--- src/rtl/tbs_pkg.sv ---
`timescale 1ns / 1ps
`default_nettype none
// ----------------------------------------------------------------------------
// tbs_pkg
// Shared types and constants for the token bucket shaper.
// ----------------------------------------------------------------------------
package tbs_pkg;

    localparam int unsigned ID_W             = 16;
    localparam int unsigned TOK_W            = 16;
    localparam int unsigned QUEUE_DEPTH_DEF  = 64;
    localparam logic [TOK_W-1:0] BUCKET_DEPTH_RST = TOK_W'(10);

    localparam logic FUNC_TICK    = 1'b0;
    localparam logic FUNC_ARRIVAL = 1'b1;

    typedef enum logic [1:0] {
        DROP_NONE    = 2'd0,
        DROP_EXCEEDS = 2'd1,
        DROP_FULL    = 2'd2
    } t_drop_code;

    typedef struct packed {
        logic [ID_W-1:0]  id;
        logic [TOK_W-1:0] cost;
    } t_entry;

    typedef struct packed {
        logic push;
        logic pop;
    } t_q_ctrl;

endpackage

`default_nettype wire

--- src/rtl/tbs_queue.sv ---
`timescale 1ns / 1ps
`default_nettype none
// ----------------------------------------------------------------------------
// tbs_queue
// Waiting-packet FIFO in a synchronous memory; head entry prefetched into a
// register, with write forwarding when the new head is being written.
// ----------------------------------------------------------------------------
module tbs_queue #(
    parameter int unsigned QUEUE_DEPTH = tbs_pkg::QUEUE_DEPTH_DEF,
    localparam int unsigned PTR_W = $clog2(QUEUE_DEPTH),
    localparam int unsigned CNT_W = $clog2(QUEUE_DEPTH + 1)
) (
    input  wire                 i_clk,
    input  wire                 i_rst_n,
    input  tbs_pkg::t_q_ctrl    i_ctrl,
    input  tbs_pkg::t_entry     i_entry,
    output tbs_pkg::t_entry     o_head,
    output logic [CNT_W-1:0]    o_count
);

    tbs_pkg::t_entry r_mem [QUEUE_DEPTH];
    tbs_pkg::t_entry r_rd_data;
    tbs_pkg::t_entry r_fwd_data;
    logic            r_fwd;
    logic [PTR_W-1:0] r_head_ptr, n_head_ptr;
    logic [PTR_W-1:0] r_tail_ptr, n_tail_ptr;
    logic [CNT_W-1:0] r_count, n_count;

    function automatic logic [PTR_W-1:0] ptr_inc(input logic [PTR_W-1:0] p);
        return (p == PTR_W'(QUEUE_DEPTH - 1)) ? '0 : p + PTR_W'(1);
    endfunction

    always_comb begin
        n_head_ptr = i_ctrl.pop  ? ptr_inc(r_head_ptr) : r_head_ptr;
        n_tail_ptr = i_ctrl.push ? ptr_inc(r_tail_ptr) : r_tail_ptr;
        n_count    = r_count + CNT_W'(i_ctrl.push) - CNT_W'(i_ctrl.pop);
    end

    // empty queue: an arriving item is its own head
    assign o_head  = (r_count == '0) ? i_entry : (r_fwd ? r_fwd_data : r_rd_data);
    assign o_count = r_count;

    always_ff @(posedge i_clk) begin
        if (i_ctrl.push) begin
            r_mem[r_tail_ptr] <= i_entry;
        end
        r_rd_data  <= r_mem[n_head_ptr];
        r_fwd_data <= i_entry;
    end

    always_ff @(posedge i_clk) begin
        if (!i_rst_n) begin
            r_head_ptr <= '0;
            r_tail_ptr <= '0;
            r_count    <= '0;
            r_fwd      <= 1'b0;
        end else begin
            r_head_ptr <= n_head_ptr;
            r_tail_ptr <= n_tail_ptr;
            r_count    <= n_count;
            r_fwd      <= i_ctrl.push && (r_tail_ptr == n_head_ptr);
        end
    end

endmodule

`default_nettype wire

--- src/rtl/token_bucket_shaper_core.sv ---
`timescale 1ns / 1ps
`default_nettype none
// ----------------------------------------------------------------------------
// token_bucket_shaper_core
// Token bucket shaper with a queue of waiting packets.
// ----------------------------------------------------------------------------
// Input channel (i_in_valid / o_in_ready) carries one event per item: a token
// tick or a packet arrival. Output channel (o_out_valid / i_out_ready) returns
// exactly one result item per input item, in order.
// Throughput: one item per cycle while o_in_ready is high. The queue head is
// read from memory ahead of use, so back-to-back arrivals and releases run
// without bubbles; the compare-subtract on the token count and the head read
// address are both combinational.
// Output: the result is registered in r_out, or held in r_skid while stalled.
// Stall: a skid register holds one further result; o_in_ready drops only
// when both output register and skid register are full.
// Reset: token count, queue pointers and count clear, bucket depth returns
// to 10, output channel empties. Queue memory is not cleared; only written
// entries are ever read. No clearing pass; items are taken once reset ends.
// i_cfg_we writes the bucket depth at once; write only while idle.
// ----------------------------------------------------------------------------
module token_bucket_shaper_core #(
    parameter int unsigned QUEUE_DEPTH = tbs_pkg::QUEUE_DEPTH_DEF,
    localparam int unsigned CNT_W = $clog2(QUEUE_DEPTH + 1)
) (
    input  wire                        i_clk,
    input  wire                        i_rst_n,
    input  wire                        i_cfg_we,
    input  wire [tbs_pkg::TOK_W-1:0]   i_cfg_wdata,
    input  wire                        i_in_valid,
    output logic                       o_in_ready,
    input  wire                        i_func,
    input  wire [tbs_pkg::ID_W-1:0]    i_packet_id,
    input  wire [tbs_pkg::TOK_W-1:0]   i_tokens_required,
    output logic                       o_out_valid,
    input  wire                        i_out_ready,
    output logic                       o_token_dropped,
    output logic [1:0]                 o_drop_code,
    output logic                       o_released,
    output logic [tbs_pkg::ID_W-1:0]   o_released_id,
    output logic [tbs_pkg::TOK_W-1:0]  o_released_cost,
    output logic [tbs_pkg::TOK_W-1:0]  o_tokens_now,
    output logic [CNT_W-1:0]           o_queue_count
);

    typedef struct packed {
        logic                      token_dropped;
        tbs_pkg::t_drop_code       drop_code;
        logic                      released;
        logic [tbs_pkg::ID_W-1:0]  released_id;
        logic [tbs_pkg::TOK_W-1:0] released_cost;
        logic [tbs_pkg::TOK_W-1:0] tokens_now;
        logic [CNT_W-1:0]          queue_count;
    } t_result;

    logic [tbs_pkg::TOK_W-1:0] r_depth;
    logic [tbs_pkg::TOK_W-1:0] r_tokens, n_tokens;
    logic [tbs_pkg::TOK_W-1:0] tok_after;
    logic [CNT_W-1:0]          q_count;
    logic [CNT_W-1:0]          cnt_after_push;
    logic                      accept;
    logic                      is_tick;
    tbs_pkg::t_q_ctrl          q_ctrl;
    tbs_pkg::t_entry           in_entry;
    tbs_pkg::t_entry           q_head;
    t_result                   res;
    t_result                   r_out, r_skid;
    logic                      r_out_valid, r_skid_valid;

    assign accept     = i_in_valid && o_in_ready;
    assign o_in_ready = !r_skid_valid;
    assign is_tick    = (i_func == tbs_pkg::FUNC_TICK);
    assign in_entry   = '{id: i_packet_id, cost: i_tokens_required};

    tbs_queue #(
        .QUEUE_DEPTH (QUEUE_DEPTH)
    ) u_queue (
        .i_clk   (i_clk),
        .i_rst_n (i_rst_n),
        .i_ctrl  (q_ctrl),
        .i_entry (in_entry),
        .o_head  (q_head),
        .o_count (q_count)
    );

    always_comb begin
        res           = '0;
        q_ctrl        = '0;
        res.drop_code = tbs_pkg::DROP_NONE;
        tok_after     = r_tokens;
        if (is_tick) begin
            if (r_tokens < r_depth) begin
                tok_after = r_tokens + tbs_pkg::TOK_W'(1);
            end else begin
                res.token_dropped = 1'b1;
            end
        end else begin
            priority if (i_tokens_required > r_depth) begin
                res.drop_code = tbs_pkg::DROP_EXCEEDS;
            end else if (q_count == CNT_W'(QUEUE_DEPTH)) begin
                res.drop_code = tbs_pkg::DROP_FULL;
            end else begin
                q_ctrl.push = accept;
            end
        end
        cnt_after_push = q_count + CNT_W'(q_ctrl.push);
        n_tokens       = tok_after;
        if (cnt_after_push != '0 && q_head.cost <= tok_after) begin
            q_ctrl.pop        = accept;
            res.released      = 1'b1;
            res.released_id   = q_head.id;
            res.released_cost = q_head.cost;
            n_tokens          = tok_after - q_head.cost;
        end
        res.tokens_now  = n_tokens;
        res.queue_count = cnt_after_push - CNT_W'(res.released);
    end

    always_ff @(posedge i_clk) begin
        if (!i_rst_n) begin
            r_depth      <= tbs_pkg::BUCKET_DEPTH_RST;
            r_tokens     <= '0;
            r_out_valid  <= 1'b0;
            r_skid_valid <= 1'b0;
        end else begin
            if (i_cfg_we) begin
                r_depth <= i_cfg_wdata;
            end
            if (accept) begin
                r_tokens <= n_tokens;
            end
            if (!r_out_valid || i_out_ready) begin
                r_out_valid  <= r_skid_valid || accept;
                r_skid_valid <= 1'b0;
            end else if (accept) begin
                r_skid_valid <= 1'b1;
            end
        end
    end

    always_ff @(posedge i_clk) begin
        if (!r_out_valid || i_out_ready) begin
            r_out <= r_skid_valid ? r_skid : res;
        end else if (accept) begin
            r_skid <= res;
        end
    end

    assign o_out_valid     = r_out_valid;
    assign o_token_dropped = r_out.token_dropped;
    assign o_drop_code     = r_out.drop_code;
    assign o_released      = r_out.released;
    assign o_released_id   = r_out.released_id;
    assign o_released_cost = r_out.released_cost;
    assign o_tokens_now    = r_out.tokens_now;
    assign o_queue_count   = r_out.queue_count;

endmodule

`default_nettype wire

--- config.mk ---
export PLATFORM = sky130hd
export DESIGN_NAME = token_bucket_shaper_core
export DESIGN_NICKNAME = d
export VERILOG_FILES = /design/src/rtl/tbs_pkg.sv /design/src/rtl/tbs_queue.sv /design/src/rtl/token_bucket_shaper_core.sv
export SDC_FILE = /design/constraint.sdc
export NUM_CORES = 2
export LEC_CHECK = 0
export BUFFER_PORTS_ARGS = -buffer_cell sky130_fd_sc_hd__buf_2
export CORE_ASPECT_RATIO = 1.4
export CORE_MARGIN = 2
export CORE_UTILIZATION = 33
export CTS_CLUSTER_DIAMETER = 40
export DETAILED_ROUTE_END_ITERATION = 10
export GPL_TIMING_DRIVEN = 0
export SYNTH_ARGS = -nofsm -noshare
export SYNTH_HDL_FRONTEND = slang
export SYNTH_SLANG_ARGS = --single-unit
--- constraint.sdc ---
create_clock -name i_clk -period 6.9 [get_ports i_clk]
set_clock_uncertainty 0.15 [all_clocks]
set_input_delay 0.345 -clock i_clk [delete_from_list [all_inputs] [get_ports i_clk]]
set_output_delay 0.345 -clock i_clk [all_outputs]
set_load 0.02 [all_outputs]
==> results.cfg <==
[floorplanning]
io_pins = 115
core-area_sq_mm = 0.270
fp-row-count = 226
fp.dieW_um = 444
dieArea_sq_mm = 0.275
start_util_pct = 33.1
die-height_um = 620

[pwr]
p_seq_share_pct = 50.9
swShare_pct = 23.6
p_leak_nw = 36.3
max-vdd-ir-drop_mv = 0.256
clkPwrFrac_pct = 41.4
powerDensity_mw_per_mm2 = 276
total_power_mw = 30.2
power_frac_comb_pct = 7.7
p_sw_mw = 7.14
power.internal_mw = 23.1

[drt]
wire_per_inst_um = 31.8
postRouteAntennaNets = 0
route.detailed.drc = 0
detail_route.vias_per_cell = 5.50
drtIter0Drc = 6974
first_pass_iters = 9
wirelength_um = 311000
num_vias = 53700

[global_route]
grt_max_degree = 68
grt_pass1_vias = 52900
overflow = 0
top_usage_layer = met2
grt_use_met3_pct = 4.30
grt_pass1_wl_um = 420000
use_met2_pct = 37.4
use_met1_pct = 23.7
grt_usage_pct = 21.9
antenna_found_initial = 35

[worst_setup_path]
cp-end-kind = flop
cp-start-kind = flop
critical_path_arrival_ns = 8.09
cp_data_required_time_ns = 7.48
critPathMaxFanout = 10
path_class = reg2reg

[clock_tree]
cts.htree.levels = 4
ctsLongestPathBuffers = 4
clock_latency_ns = 0.93
cts_tree = yes
root_buffer = clkbuf_16
numClockSinks = 2284
clk_pin_slew_ns = 0.06
cts_buffers = 231

[cells_and_area]
drive_above_1_share_pct = 26.4
fin_nets = 6095
area_growth_pct = 22.7
final_area_sq_mm = 0.110
fin_util_pct = 40.6
nFillCells = 24100

[synth]
syn_area_per_cell_sq_um = 16.8
ys_seq_area_share_pct = 75.4
syn_area_sq_mm = 0.0894
synth_edf_count = 2166
async_flop_share_pct = 0
ys_ff_latch = 2284
synth.net_count = 5424
yosysUniqueCellTypes = 80
synth_cells = 5313
yosys_warnings = 0
synth_ff_type = edfxtp_1

[sta]
grt_setup_unrepaired = yes
timing.fmax_ghz = 0.133
hold_viol = 0
timing.final.ws_setup_ns = -0.612
worstMarginPinSlew_ns = 1.55
fin_crit_ns = 7.51
setup_tns_ns = -9.27
slew-limit-headroom_pct = -3.56
finalCritPeriodShare_pct = 109
finalMaxSlewViolations = 67
finalSetupViolations = 30

[placement]
place_area_sq_mm = 0.0966
post-dp-hpwl_um = 206000
io_buffer_count = 112
place_congestion = 0.989

[worst_hold_path]
hold_path_class = in2reg

[outcome]
status = finished, violations left
violations = max-capacitance violations, max-slew violations, negative setup slack

[job]
drv_cap = 1
-- power by group through the flow --
stage	Combinational [mW]	Sequential, mW	Clock [mW]
CTS	2.16	15.4	12.6
global placement	1.79	15.7	0
global route	2.42	15.4	13.1
floorplan	0.894	15.7	0
detailed placement	1.85	15.7	0
finish	2.33	15.4	12.5
-- worst paths after layout --
kind                                                 from                         endpoint  slack (ns)  depth (start not counted)
worst max-delay path            r_tokens[11]$_SDFFE_PN0P_     u_queue.r_rd_data[9]$_DFF_P_       -0.61                         26
worst min-delay path                i_tokens_required[10]  u_queue.r_mem[42][10]$_DFFE_PP_       0.001                          1
worst max register to register  r_tokens[11]$_SDFFE_PN0P_     u_queue.r_rd_data[9]$_DFF_P_       -0.61                         26
worst min register to register        r_skid[2]$_DFFE_PP_       o_queue_count[2]$_DFFE_PP_        0.36                          2
-- per-layer routing --
metal  share of wire [%]  routed length (um)
met1                  33              102000
met4                 9.2               28700
met3                 8.5               26400
met5               0.026                  81
met2                  49              153000
-- critical path, cell delays in order, from the launching register on --
cell	delay (ns)
dfxtp_4	0.40
ha_4	0.21
and3_4	0.18
a221o_1	0.38
a21oi_2	0.17
and3_4	0.21
and2_4	0.15
nand4_1	0.22
inv_2	0.20
and3_4	0.24
xnor2_4	0.13
inv_2	0.06
ha_4	0.26
nand4_1	0.15
nor3_4	0.25
o211ai_1	0.18
and2b_2	0.28
mux2i_4	0.10
a21oi_4	0.26
buf_4	0.18
mux2_4	0.30
buf_4	0.29
nor2_1	0.24
clkbuf_4	0.31
a22oi_2	0.33
nand4_1	0.78
or3_4	0.65
-- repair_timing --
action	CTS	global route
hold buffers	48	21
gates cloned	3	1
hold endpoints to repair	536	588
setup endpoints to repair	147	33
pin swaps	102	90
gates resized for setup	673	196
setup buffers	107	76
-- cell families (layout without fill, tap and decap cells) --
| logic type | Yosys count | after routing | share of synthesized area (%) |
|---|---|---|---|
| flip-flops | 2284 | 2284 | 75.4 |
| AND/OR/NAND/NOR | 1658 | 1658 | 8.29 |
| AO/OA/AOI/OAI | 488 | 488 | 3.76 |
| multiplexers | 436 | 436 | 9.62 |
| buffers and inverters | 339 | 1196 | 1.61 |
| adder cells (fa/ha/maj) | 57 | 57 | 0.806 |
| XOR/XNOR | 51 | 51 | 0.516 |
| other | 0 | 55 | 0 |
-- metrics by stage --
stage / hold slack, ns / std cells / setup WS (ns)
finish: 0.00123 / 9759 / -0.612
global route: 0.0292 / 9749 / -0.664
CTS: 0.000190 / 9610 / -0.256
detailed placement: 0.350 / 9038 / -4.81
global placement: 0.349 / 8959 / -4.72
floorplan: 0.223 / 5313 / 0.694
-- synth_stat cells (10+ instances only) --
cell type	count	area (sq um)
dfxtp_1	118	2360
o31ai_1	35	263
mux4_2	335	7540
buf_2	91	455
and2_1	23	144
xnor2_1	31	272
nor2_1	185	694
mux2_2	24	270
xor2_1	18	158
o21ai_0	66	330
a32oi_1	10	87.6
mux2i_1	75	751
nor2b_1	29	181
inv_1	45	169
clkbuf_1	150	563
a31oi_1	61	382
nor3_1	10	50.1
a211oi_1	20	150
ha_1	56	701
a21oi_1	68	340
a22oi_1	133	998
a311oi_1	17	149
nand4_1	73	457
nand3_1	291	1460
edfxtp_1	2166	65000
nand2_1	886	3330
buf_1	38	143
or3_1	27	169
buf_4	11	82.6
and3_1	86	538
-- registers in the layout, indices dropped and copies added, names as in the netlist, 2 cells and up --
register and flops:
r_tokens 16, u_queue.r_mem 2048, u_queue.r_rd_data 32, o_drop_code 2, u_queue.r_fwd_data 32, u_queue.o_count 7
o_tokens_now 16, o_queue_count 7, u_queue.r_head_ptr 6, o_released_id 16, u_queue.r_tail_ptr 6, r_depth 16
r_skid 59, o_released_cost 16
-- area by class of cell --
type,count,area (sq um),area share (%)
antenna,55,138,0.125
buffer,285,2580,2.35
clock buffer,284,6190,5.64
clock inverter,135,1260,1.15
inverter,46,180,0.164
multi-input combinational,2690,22500,20.5
sequential,2284,67400,61.5
tap,3534,4420,4.03
timing repair buffer,446,4980,4.54
-- cell usage in the layout, fill, tap and decap left out, drive strengths merged, types with 73 or more instances in the layout --
master and count:
clkbuf 429, buf 524, mux4 335, clkinv 80, nor2 185, a22oi 133, dfxtp 118, nand2 887
nand3 291, nand4 73, mux2i 76, edfxtp 2166, and3 86
Note: power is estimated with default switching activity, not from simulation.
